### src/design/gcsf_pkg.sv
// Shared types, constants and helpers for the greedy common-subsequence filter.
package gcsf_pkg;

    localparam int MAX_ENTRIES = 1024;
    localparam int ADDR_W      = (MAX_ENTRIES > 1) ? $clog2(MAX_ENTRIES) : 1;
    localparam int VAL_W       = 11;
    localparam int FUNC_W      = 2;

    localparam logic [FUNC_W-1:0] FUNC_LOAD = 2'd0;
    localparam logic [FUNC_W-1:0] FUNC_PROC = 2'd1;
    localparam logic [FUNC_W-1:0] FUNC_READ = 2'd2;

    typedef struct packed {
        logic [FUNC_W-1:0] func;
        logic [VAL_W-1:0]  position;
        logic              present;
        logic [VAL_W-1:0]  item_value;
    } t_cmd;

    typedef struct packed {
        logic             kept;
        logic [VAL_W-1:0] value_out;
        logic             error;
    } t_result;

    typedef struct packed {
        logic              we;
        logic [ADDR_W-1:0] waddr;
        logic              wdata;
        logic [ADDR_W-1:0] raddr;
    } t_mem_req;

    typedef enum logic [1:0] {
        ST_CLEAR,
        ST_IDLE,
        ST_READ,
        ST_SCAN
    } t_state;

    // Positions count from one; the map stores position p at entry p - 1.
    function automatic logic [ADDR_W-1:0] pos_to_addr(input logic [VAL_W-1:0] p);
        logic [VAL_W-1:0] d;
        d = p - 1'b1;
        return ADDR_W'(d);
    endfunction

endpackage

### src/design/gcsf_ram.sv
// Generic single-write, single-read synchronous RAM with registered read data.
module gcsf_ram #(
    parameter int WIDTH = 1,
    parameter int DEPTH = 1024,
    localparam int AW = (DEPTH > 1) ? $clog2(DEPTH) : 1
) (
    input  logic             i_clk,
    input  logic             i_we,
    input  logic [AW-1:0]    i_waddr,
    input  logic [WIDTH-1:0] i_wdata,
    input  logic [AW-1:0]    i_raddr,
    output logic [WIDTH-1:0] o_rdata
);

    logic [WIDTH-1:0] r_mem [DEPTH];
    logic [WIDTH-1:0] r_rdata;

    always_ff @(posedge i_clk) begin
        if (i_we) begin
            r_mem[i_waddr] <= i_wdata;
        end
        r_rdata <= r_mem[i_raddr];
    end

    assign o_rdata = r_rdata;

endmodule

### src/design/gcsf_ctrl.sv
// Sequencer: clearing pass, command decode, cursor scan and result register.
module gcsf_ctrl import gcsf_pkg::*; (
    input  logic             i_clk,
    input  logic             i_rst_n,
    input  logic             start,
    input  t_cmd             i_cmd,
    input  logic [VAL_W-1:0] i_entry_count,
    input  logic             i_rdata,
    output logic             o_busy,
    output t_mem_req         o_mem,
    output logic             o_result_valid,
    output t_result          o_result
);

    t_state            r_state, n_state;
    t_cmd              r_cmd, n_cmd;
    logic [VAL_W-1:0]  r_cursor, n_cursor;
    logic              r_error, n_error;
    logic [ADDR_W-1:0] r_clr_addr, n_clr_addr;
    logic              r_res_valid, n_res_valid;
    t_result           r_res, n_res;

    logic [VAL_W-1:0]  cnt;
    logic              cur_live;
    logic              accept;

    // Counts above the map size behave as the map size.
    assign cnt = (i_entry_count > MAX_ENTRIES) ? VAL_W'(MAX_ENTRIES) : i_entry_count;
    assign cur_live = (r_cursor <= cnt);
    assign accept = start && (r_state == ST_IDLE);

    always_ff @(posedge i_clk) begin
        if (!i_rst_n) begin
            r_state     <= ST_CLEAR;
            r_cursor    <= VAL_W'(1);
            r_error     <= 1'b0;
            r_clr_addr  <= '0;
            r_res_valid <= 1'b0;
        end else begin
            r_state     <= n_state;
            r_cursor    <= n_cursor;
            r_error     <= n_error;
            r_clr_addr  <= n_clr_addr;
            r_res_valid <= n_res_valid;
        end
    end

    always_ff @(posedge i_clk) begin
        r_cmd <= n_cmd;
        r_res <= n_res;
    end

    always_comb begin
        n_state     = r_state;
        n_cmd       = r_cmd;
        n_cursor    = r_cursor;
        n_error     = r_error;
        n_clr_addr  = r_clr_addr;
        n_res_valid = 1'b0;
        n_res       = r_res;
        o_mem.we    = 1'b0;
        o_mem.waddr = '0;
        o_mem.wdata = 1'b0;
        o_mem.raddr = '0;

        case (r_state)
            ST_CLEAR: begin
                o_mem.we    = 1'b1;
                o_mem.waddr = r_clr_addr;
                o_mem.wdata = 1'b0;
                n_clr_addr  = r_clr_addr + 1'b1;
                if (r_clr_addr == ADDR_W'(MAX_ENTRIES - 1)) begin
                    n_state = ST_IDLE;
                end
            end
            ST_IDLE: begin
                if (accept) begin
                    n_cmd = i_cmd;
                    case (i_cmd.func)
                        FUNC_LOAD: begin
                            if (i_cmd.position >= VAL_W'(1) &&
                                i_cmd.position <= MAX_ENTRIES) begin
                                o_mem.we    = 1'b1;
                                o_mem.waddr = pos_to_addr(i_cmd.position);
                                o_mem.wdata = !i_cmd.present;
                            end
                            n_error         = 1'b0;
                            n_cursor        = VAL_W'(1);
                            n_res_valid     = 1'b1;
                            n_res.kept      = i_cmd.position >= VAL_W'(1) &&
                                              i_cmd.position <= cnt && i_cmd.present;
                            n_res.value_out = n_res.kept ? i_cmd.position : '0;
                            n_res.error     = 1'b0;
                        end
                        FUNC_PROC: begin
                            o_mem.raddr = pos_to_addr(r_cursor);
                            n_state     = ST_SCAN;
                        end
                        FUNC_READ: begin
                            o_mem.raddr = pos_to_addr(i_cmd.position);
                            n_state     = ST_READ;
                        end
                        default: begin
                            n_res_valid     = 1'b1;
                            n_res.kept      = 1'b0;
                            n_res.value_out = '0;
                            n_res.error     = r_error;
                        end
                    endcase
                end
            end
            ST_READ: begin
                n_res_valid     = 1'b1;
                n_res.kept      = r_cmd.position >= VAL_W'(1) &&
                                  r_cmd.position <= cnt && !i_rdata;
                n_res.value_out = n_res.kept ? r_cmd.position : '0;
                n_res.error     = r_error;
                n_state         = ST_IDLE;
            end
            ST_SCAN: begin
                if (cur_live && i_rdata) begin
                    // Skip a removed position and fetch the next one.
                    n_cursor    = r_cursor + 1'b1;
                    o_mem.raddr = pos_to_addr(n_cursor);
                end else begin
                    n_res.kept      = 1'b0;
                    n_res.value_out = '0;
                    if (!cur_live) begin
                        n_res.value_out = r_cmd.item_value;
                    end else if (r_cmd.item_value == '0) begin
                        n_res.value_out = '0;
                    end else if (r_cmd.item_value == r_cursor) begin
                        n_res.kept      = 1'b1;
                        n_res.value_out = r_cmd.item_value;
                        n_cursor        = r_cursor + 1'b1;
                    end else if (r_cmd.item_value > cnt) begin
                        n_error = 1'b1;
                    end else begin
                        o_mem.we    = 1'b1;
                        o_mem.waddr = pos_to_addr(r_cmd.item_value);
                        o_mem.wdata = 1'b1;
                    end
                    n_res.error = n_error;
                    n_res_valid = 1'b1;
                    n_state     = ST_IDLE;
                end
            end
            default: begin
                n_state = ST_IDLE;
            end
        endcase
    end

    assign o_busy         = (r_state != ST_IDLE);
    assign o_result_valid = r_res_valid;
    assign o_result       = r_res;

endmodule

### src/design/greedy_common_subsequence_filter.sv
// Top level of the greedy common-subsequence filter: register, map memory and sequencer.
//
// The first sequence is the identity 1..entry_count, held as a one-bit map of
// removed positions in a single synchronous RAM of MAX_ENTRIES entries. A
// command word is taken on a clock edge where start is high and busy is low;
// its result word appears on o_result for exactly one cycle, marked by
// o_result_valid, in the cycle after the command finishes, and the receiver
// cannot hold it off. A load word (and an unused function code) does not
// make the block busy: busy stays low and the next word may follow at once.
// A read word holds busy high while the map is read. A process word holds
// busy high for one more read of the map for every removed position the
// cursor steps over, since each step is a read of the map through its one
// read port; each position is stepped over at most once between loads.
// After reset the map is cleared one entry a cycle, and busy stays high
// until all MAX_ENTRIES (1024) entries are cleared. The entry_count
// register is written through i_cfg_we and i_cfg_wdata and must only be
// changed while the block is idle.
module greedy_common_subsequence_filter import gcsf_pkg::*; (
    input  logic             i_clk,
    input  logic             i_rst_n,
    input  logic             start,
    output logic             busy,
    input  t_cmd             i_cmd,
    input  logic             i_cfg_we,
    input  logic [VAL_W-1:0] i_cfg_wdata,
    output logic             o_result_valid,
    output t_result          o_result
);

    logic [VAL_W-1:0] r_entry_count, n_entry_count;
    t_mem_req         mem_req;
    logic             map_rdata;

    // The one configuration register: the length of the first sequence.
    assign n_entry_count = i_cfg_we ? i_cfg_wdata : r_entry_count;

    always_ff @(posedge i_clk) begin
        if (!i_rst_n) begin
            r_entry_count <= '0;
        end else begin
            r_entry_count <= n_entry_count;
        end
    end

    // Removed-position map; a set bit means the position has been removed.
    gcsf_ram #(
        .WIDTH (1),
        .DEPTH (MAX_ENTRIES)
    ) u_map (
        .i_clk   (i_clk),
        .i_we    (mem_req.we),
        .i_waddr (mem_req.waddr),
        .i_wdata (mem_req.wdata),
        .i_raddr (mem_req.raddr),
        .o_rdata (map_rdata)
    );

    // Sequencer: owns the cursor, the sticky error flag and the result word.
    gcsf_ctrl u_ctrl (
        .i_clk          (i_clk),
        .i_rst_n        (i_rst_n),
        .start          (start),
        .i_cmd          (i_cmd),
        .i_entry_count  (r_entry_count),
        .i_rdata        (map_rdata),
        .o_busy         (busy),
        .o_mem          (mem_req),
        .o_result_valid (o_result_valid),
        .o_result       (o_result)
    );

`ifndef SYNTHESIS
    // A load word answers in the next cycle with the error flag cleared.
    a_load_result: assert property (@(posedge i_clk) disable iff (!i_rst_n)
        (start && !busy && i_cmd.func == FUNC_LOAD) |=> (o_result_valid && !o_result.error))
        else $error("load word did not give a result with the error flag cleared");

    // A read word holds the block busy while the map is read and then answers.
    a_read_timing: assert property (@(posedge i_clk) disable iff (!i_rst_n)
        (start && !busy && i_cmd.func == FUNC_READ) |=> busy ##1 o_result_valid)
        else $error("read word did not answer two cycles after it was taken");

    // Reset starts the clearing pass, during which no word is taken.
    a_reset_clears: assert property (@(posedge i_clk)
        !i_rst_n |=> busy)
        else $error("block not busy after reset while the map is being cleared");

    // A kept word always carries a nonzero value.
    a_kept_nonzero: assert property (@(posedge i_clk) disable iff (!i_rst_n)
        (o_result_valid && o_result.kept) |-> (o_result.value_out != '0))
        else $error("kept result word with a zero value");
`endif

endmodule

### config.mk
export PLATFORM = sky130hd
export DESIGN_NAME = greedy_common_subsequence_filter
export DESIGN_NICKNAME = d
export VERILOG_FILES = /design/src/design/gcsf_pkg.sv /design/src/design/gcsf_ram.sv /design/src/design/gcsf_ctrl.sv /design/src/design/greedy_common_subsequence_filter.sv
export SDC_FILE = /design/constraint.sdc
export NUM_CORES = 2
export LEC_CHECK = 0
export ABC_AREA = 1
export BUFFER_PORTS_ARGS = -buffer_cell sky130_fd_sc_hd__buf_2
export CAP_MARGIN = 40
export CORE_MARGIN = 2
export CORE_UTILIZATION = 69
export CTS_CLUSTER_SIZE = 24
export DETAILED_ROUTE_END_ITERATION = 8
export PLACE_DENSITY = 0.86
export SLEW_MARGIN = 30
export SYNTH_ARGS = -nofsm -noshare
export SYNTH_HDL_FRONTEND = slang
export SYNTH_SLANG_ARGS = --single-unit
export TNS_END_PERCENT = 100
### constraint.sdc
create_clock -name i_clk -period 186.9 [get_ports i_clk]
set_input_delay 56.07 -clock i_clk [delete_from_list [all_inputs] [get_ports i_clk]]
set_output_delay 56.07 -clock i_clk [all_outputs]
set_load 0.005 [all_outputs]
==> out/results.ini <==
[logic_synthesis]
synth_top_family_by_area = simple AND/OR/NAND/NOR gates
yosys_most_used_dff = edfxtp_1
yosys.area_share.simple_pct = 27.4
yosys.cell_types.count = 60
synthArstFlopShare_pct = 0
synth_seq_cells = 1096
synth_edf_count = 1059
synth_compound_area_share_pct = 3.13
syn_nets = 5946
synth_area_per_cell_um2 = 9.20
syn_inst = 5853
synth_xor_area_share_pct = 0.569
yosysSeqAreaShare_pct = 60.4
synth_fa_ha_area_share_pct = 1.23
yosys_warnings = 0
synthMuxAreaShare_pct = 0
synth_area_mm2 = 0.0538

[pwr]
p_leak_nw = 21.6
p_per_area_mw_per_mm2 = 8.48
p_total_uw = 496
vdd_drop_max_uv = 8.48

[route]
drtPass1Iterations = 7
ant_nets = 0
viasPerCell = 6.36
drt_wl_total_um = 157000
routedWlPerCell_um = 23.1
vias = 43400
drtIter0Drc = 7908
drc = 0

[timing]
setup_violations = 0
max_slew_margin_pct = 14.3
finalMaxSlewViolations = 0
tightestPinTransition_ns = 1.28
setup_ws_ns = 125.70
tns_ns = 0
fin_crit_sh_pct = 32.7
hold_viol = 0
rsz0062_at_grt = no
clock_skew_ns = 0.0327
hold-worst-slack_ns = 0.507
fin_crit_ns = 61.20
fmax_mhz = 16.3

[clock_tree]
numCtsBuffers = 109
ctsResizeCount = 0
post-cts-setup-buffers = 0
clk_path_buf_depth = 3
ctsHoldBuffers = 0
clkTransAtPathRegs_ns = 0.06
clk_latency_ns = 0.70
cts-root-buf = clkbuf_16
cts_max_level = 3
cts_tree = built
cts.sinks = 1096

[layout]
final_nets = 5779
areaGrowthSynthToFinish_pct = 8.70
drive_gt1_share_pct = 8.12
design_area_mm2 = 0.0585

[worst_setup_path]
crit_slowest_cell = buf_4
cp_cell_sequence = buf_2 > inv_1 > ha_1 > inv_1 > nor2_1 > nand2_1 > inv_2 > nand2_4 > buf_4 > nand2_8 > buf_12 > buf_12 > or2_2 > nand3_1 > nand3_1 > nand3_1 > nand3_1 > nand3_1 > nand3_1 > nand3_1 > nand3_1 > nand3_1 > nand2_1
rr_endpoint = u_map.o_rdata$_DFF_P_
reg2reg_slack_ns = 179.54
end_kind = flop
critPathTopFamily = simple AND/OR/NAND/NOR gates
worst_setup_path_start_kind = input port
path_class = in2reg
crit_fanout = 218
cp.arrival_ns = 61.78
crit_top_cell = nand3_1
critical_path_buf_inv_count = 7
critPathMaxStageDelay_ns = 0.66
ff2ff_path_depth = 28
cp.required_ns = 187.48
r2r_start = r_entry_count[8]$_SDFFE_PN0P_

[floorplan]
die_y_um = 283
core_mm2 = 0.0773
chipWidth_um = 283
io_pins = 55
start_util_pct = 69.6
dieArea_mm2 = 0.0803
rows = 102

[global_routing]
grtUsageTotal_pct = 38.4
grt_pass1_vias = 41100
grt_max_degree = 276
antenna_found_initial = 4
grt_pass1_wl_um = 234000
grt-ovfl-total = 0

[run]
cap_violations = 0

[placement]
placed_area_mm2 = 0.0547
io_buffers = 54
dp_hpwl_um = 81000
place_ws_ns = 125.41
place_congestion = 0.942

[min_path]
min-delay-start = u_ctrl.r_clr_addr[9]$_SDFFE_PN0P_
min_path_type = reg2reg
min_path_cells = 2
worst_hold_path.endpoint = u_ctrl.r_clr_addr[9]$_SDFFE_PN0P_

[status]
status = completed

==> worst max path at each step <==
stage,startpoint,end,depth (start not counted)
floorplan,start,u_map.r_mem[0]$_DFFE_PP_,4
global placement,i_cmd[23],u_map.o_rdata$_DFF_P_,21
detailed placement,i_cmd[23],u_map.o_rdata$_DFF_P_,23
CTS,i_cmd[23],u_map.o_rdata$_DFF_P_,23
global route,i_cmd[24],u_map.o_rdata$_DFF_P_,21
finish,i_cmd[23],u_map.o_rdata$_DFF_P_,23
==> synth_stat cells (31+ instances only) <==
cell | number | area share [%]
nand3_1 | 770 | 7.2
nor2_1 | 1081 | 7.5
a21oi_1 | 41 | 0.38
clkbuf_1 | 127 | 0.89
o21ai_0 | 34 | 0.32
ha_1 | 53 | 1.2
inv_1 | 495 | 3.5
buf_2 | 217 | 2.0
buf_1 | 72 | 0.50
inv_2 | 31 | 0.22
edfxtp_1 | 1059 | 59
o211ai_1 | 100 | 1.4
nand2_1 | 1437 | 10
nand3b_1 | 93 | 1.3
dfxtp_1 | 37 | 1.4
==> layer usage <==
| metal | vias to the layer above | global-route usage, % | routed length [µm] |
|---|---|---|---|
| li1 | 18900 | - | - |
| met2 | 3544 | 59.6 | 71100 |
| met5 | - | 0 | 12 |
| met3 | 762 | 10.2 | 24500 |
| met1 | 20200 | 49.0 | 51900 |
| met4 | 2 | 22.5 | 9970 |
==> cell families (layout without fill, tap and decap cells) <==
kind of cell    after synthesis  after routing
compound gates              238            238
xor+xnor                     35             35
fa+ha+maj                    53             53
buf+inv                     958            882
flops                      1096           1096
other cells                   0              4
simple gates               3473           3473
==> area by class of cell <==
type / instances / area (µm²)
sequential: 1096 / 32500
clock buffer: 121 / 2860
tap: 1040 / 1300
antenna: 4 / 10.0
clock inverter: 81 / 747
timing repair buffer: 150 / 1490
fill: 4934 / 18800
multi-input combinational: 3799 / 17600
inverter: 530 / 2020
==> power breakdown <==
group / switching [mW] / leakage (nW) / internal, mW
logic: 0.00619 / 12.1 / 0.00217
registers: 0.000308 / 7.78 / 0.265
clock network: 0.0947 / 1.78 / 0.127
total: 0.101 / 21.6 / 0.395
==> flip-flops by register name (all words and copies together) (netlist names) <==
name                   cells
u_ctrl.o_result           13
u_map.o_rdata              1
u_ctrl.o_result_valid      1
u_ctrl.r_cursor           11
u_ctrl.r_clr_addr         10
u_ctrl.r_state             2
u_map.r_mem             1024
u_ctrl.r_error             1
u_ctrl.r_cmd              22
r_entry_count             11
==> worst min-delay path, stage by stage (launching register included) <==
cell     delay (ns)
dfxtp_1        0.31
inv_1          0.09
a21oi_1        0.06
==> stage by stage <==
stage / instances / util, %
3_5_place_dp: 6604 / 70.7
6_report: 6821 / 75.7
4_1_cts: 6806 / 75.3
3_3_place_gp: 6578 / 70.0
5_1_grt: 6817 / 75.7
2_1_floorplan: 5853 / -
==> layout by cell type (no fill, tap or decap), types with 12 or more instances in the layout <==
cell       count
inv_2         28
xor2_1        26
a21oi_1       41
o21ai_0       33
buf_6         12
clkinv_1      33
inv_1        493
edfxtp_1    1059
or2_2         13
nand3_1      770
ha_1          53
dfxtp_1       37
o211ai_1     100
clkbuf_16    112
clkinv_2      29
nand2_1     1393
bufinv_16     13
buf_2         54
nand3b_1      93
nand2_2       49
nor2_2        12
nor2_1      1079
buf_4         53
buf_16        14
No activity file was read; power rests on OpenSTA's default activity.
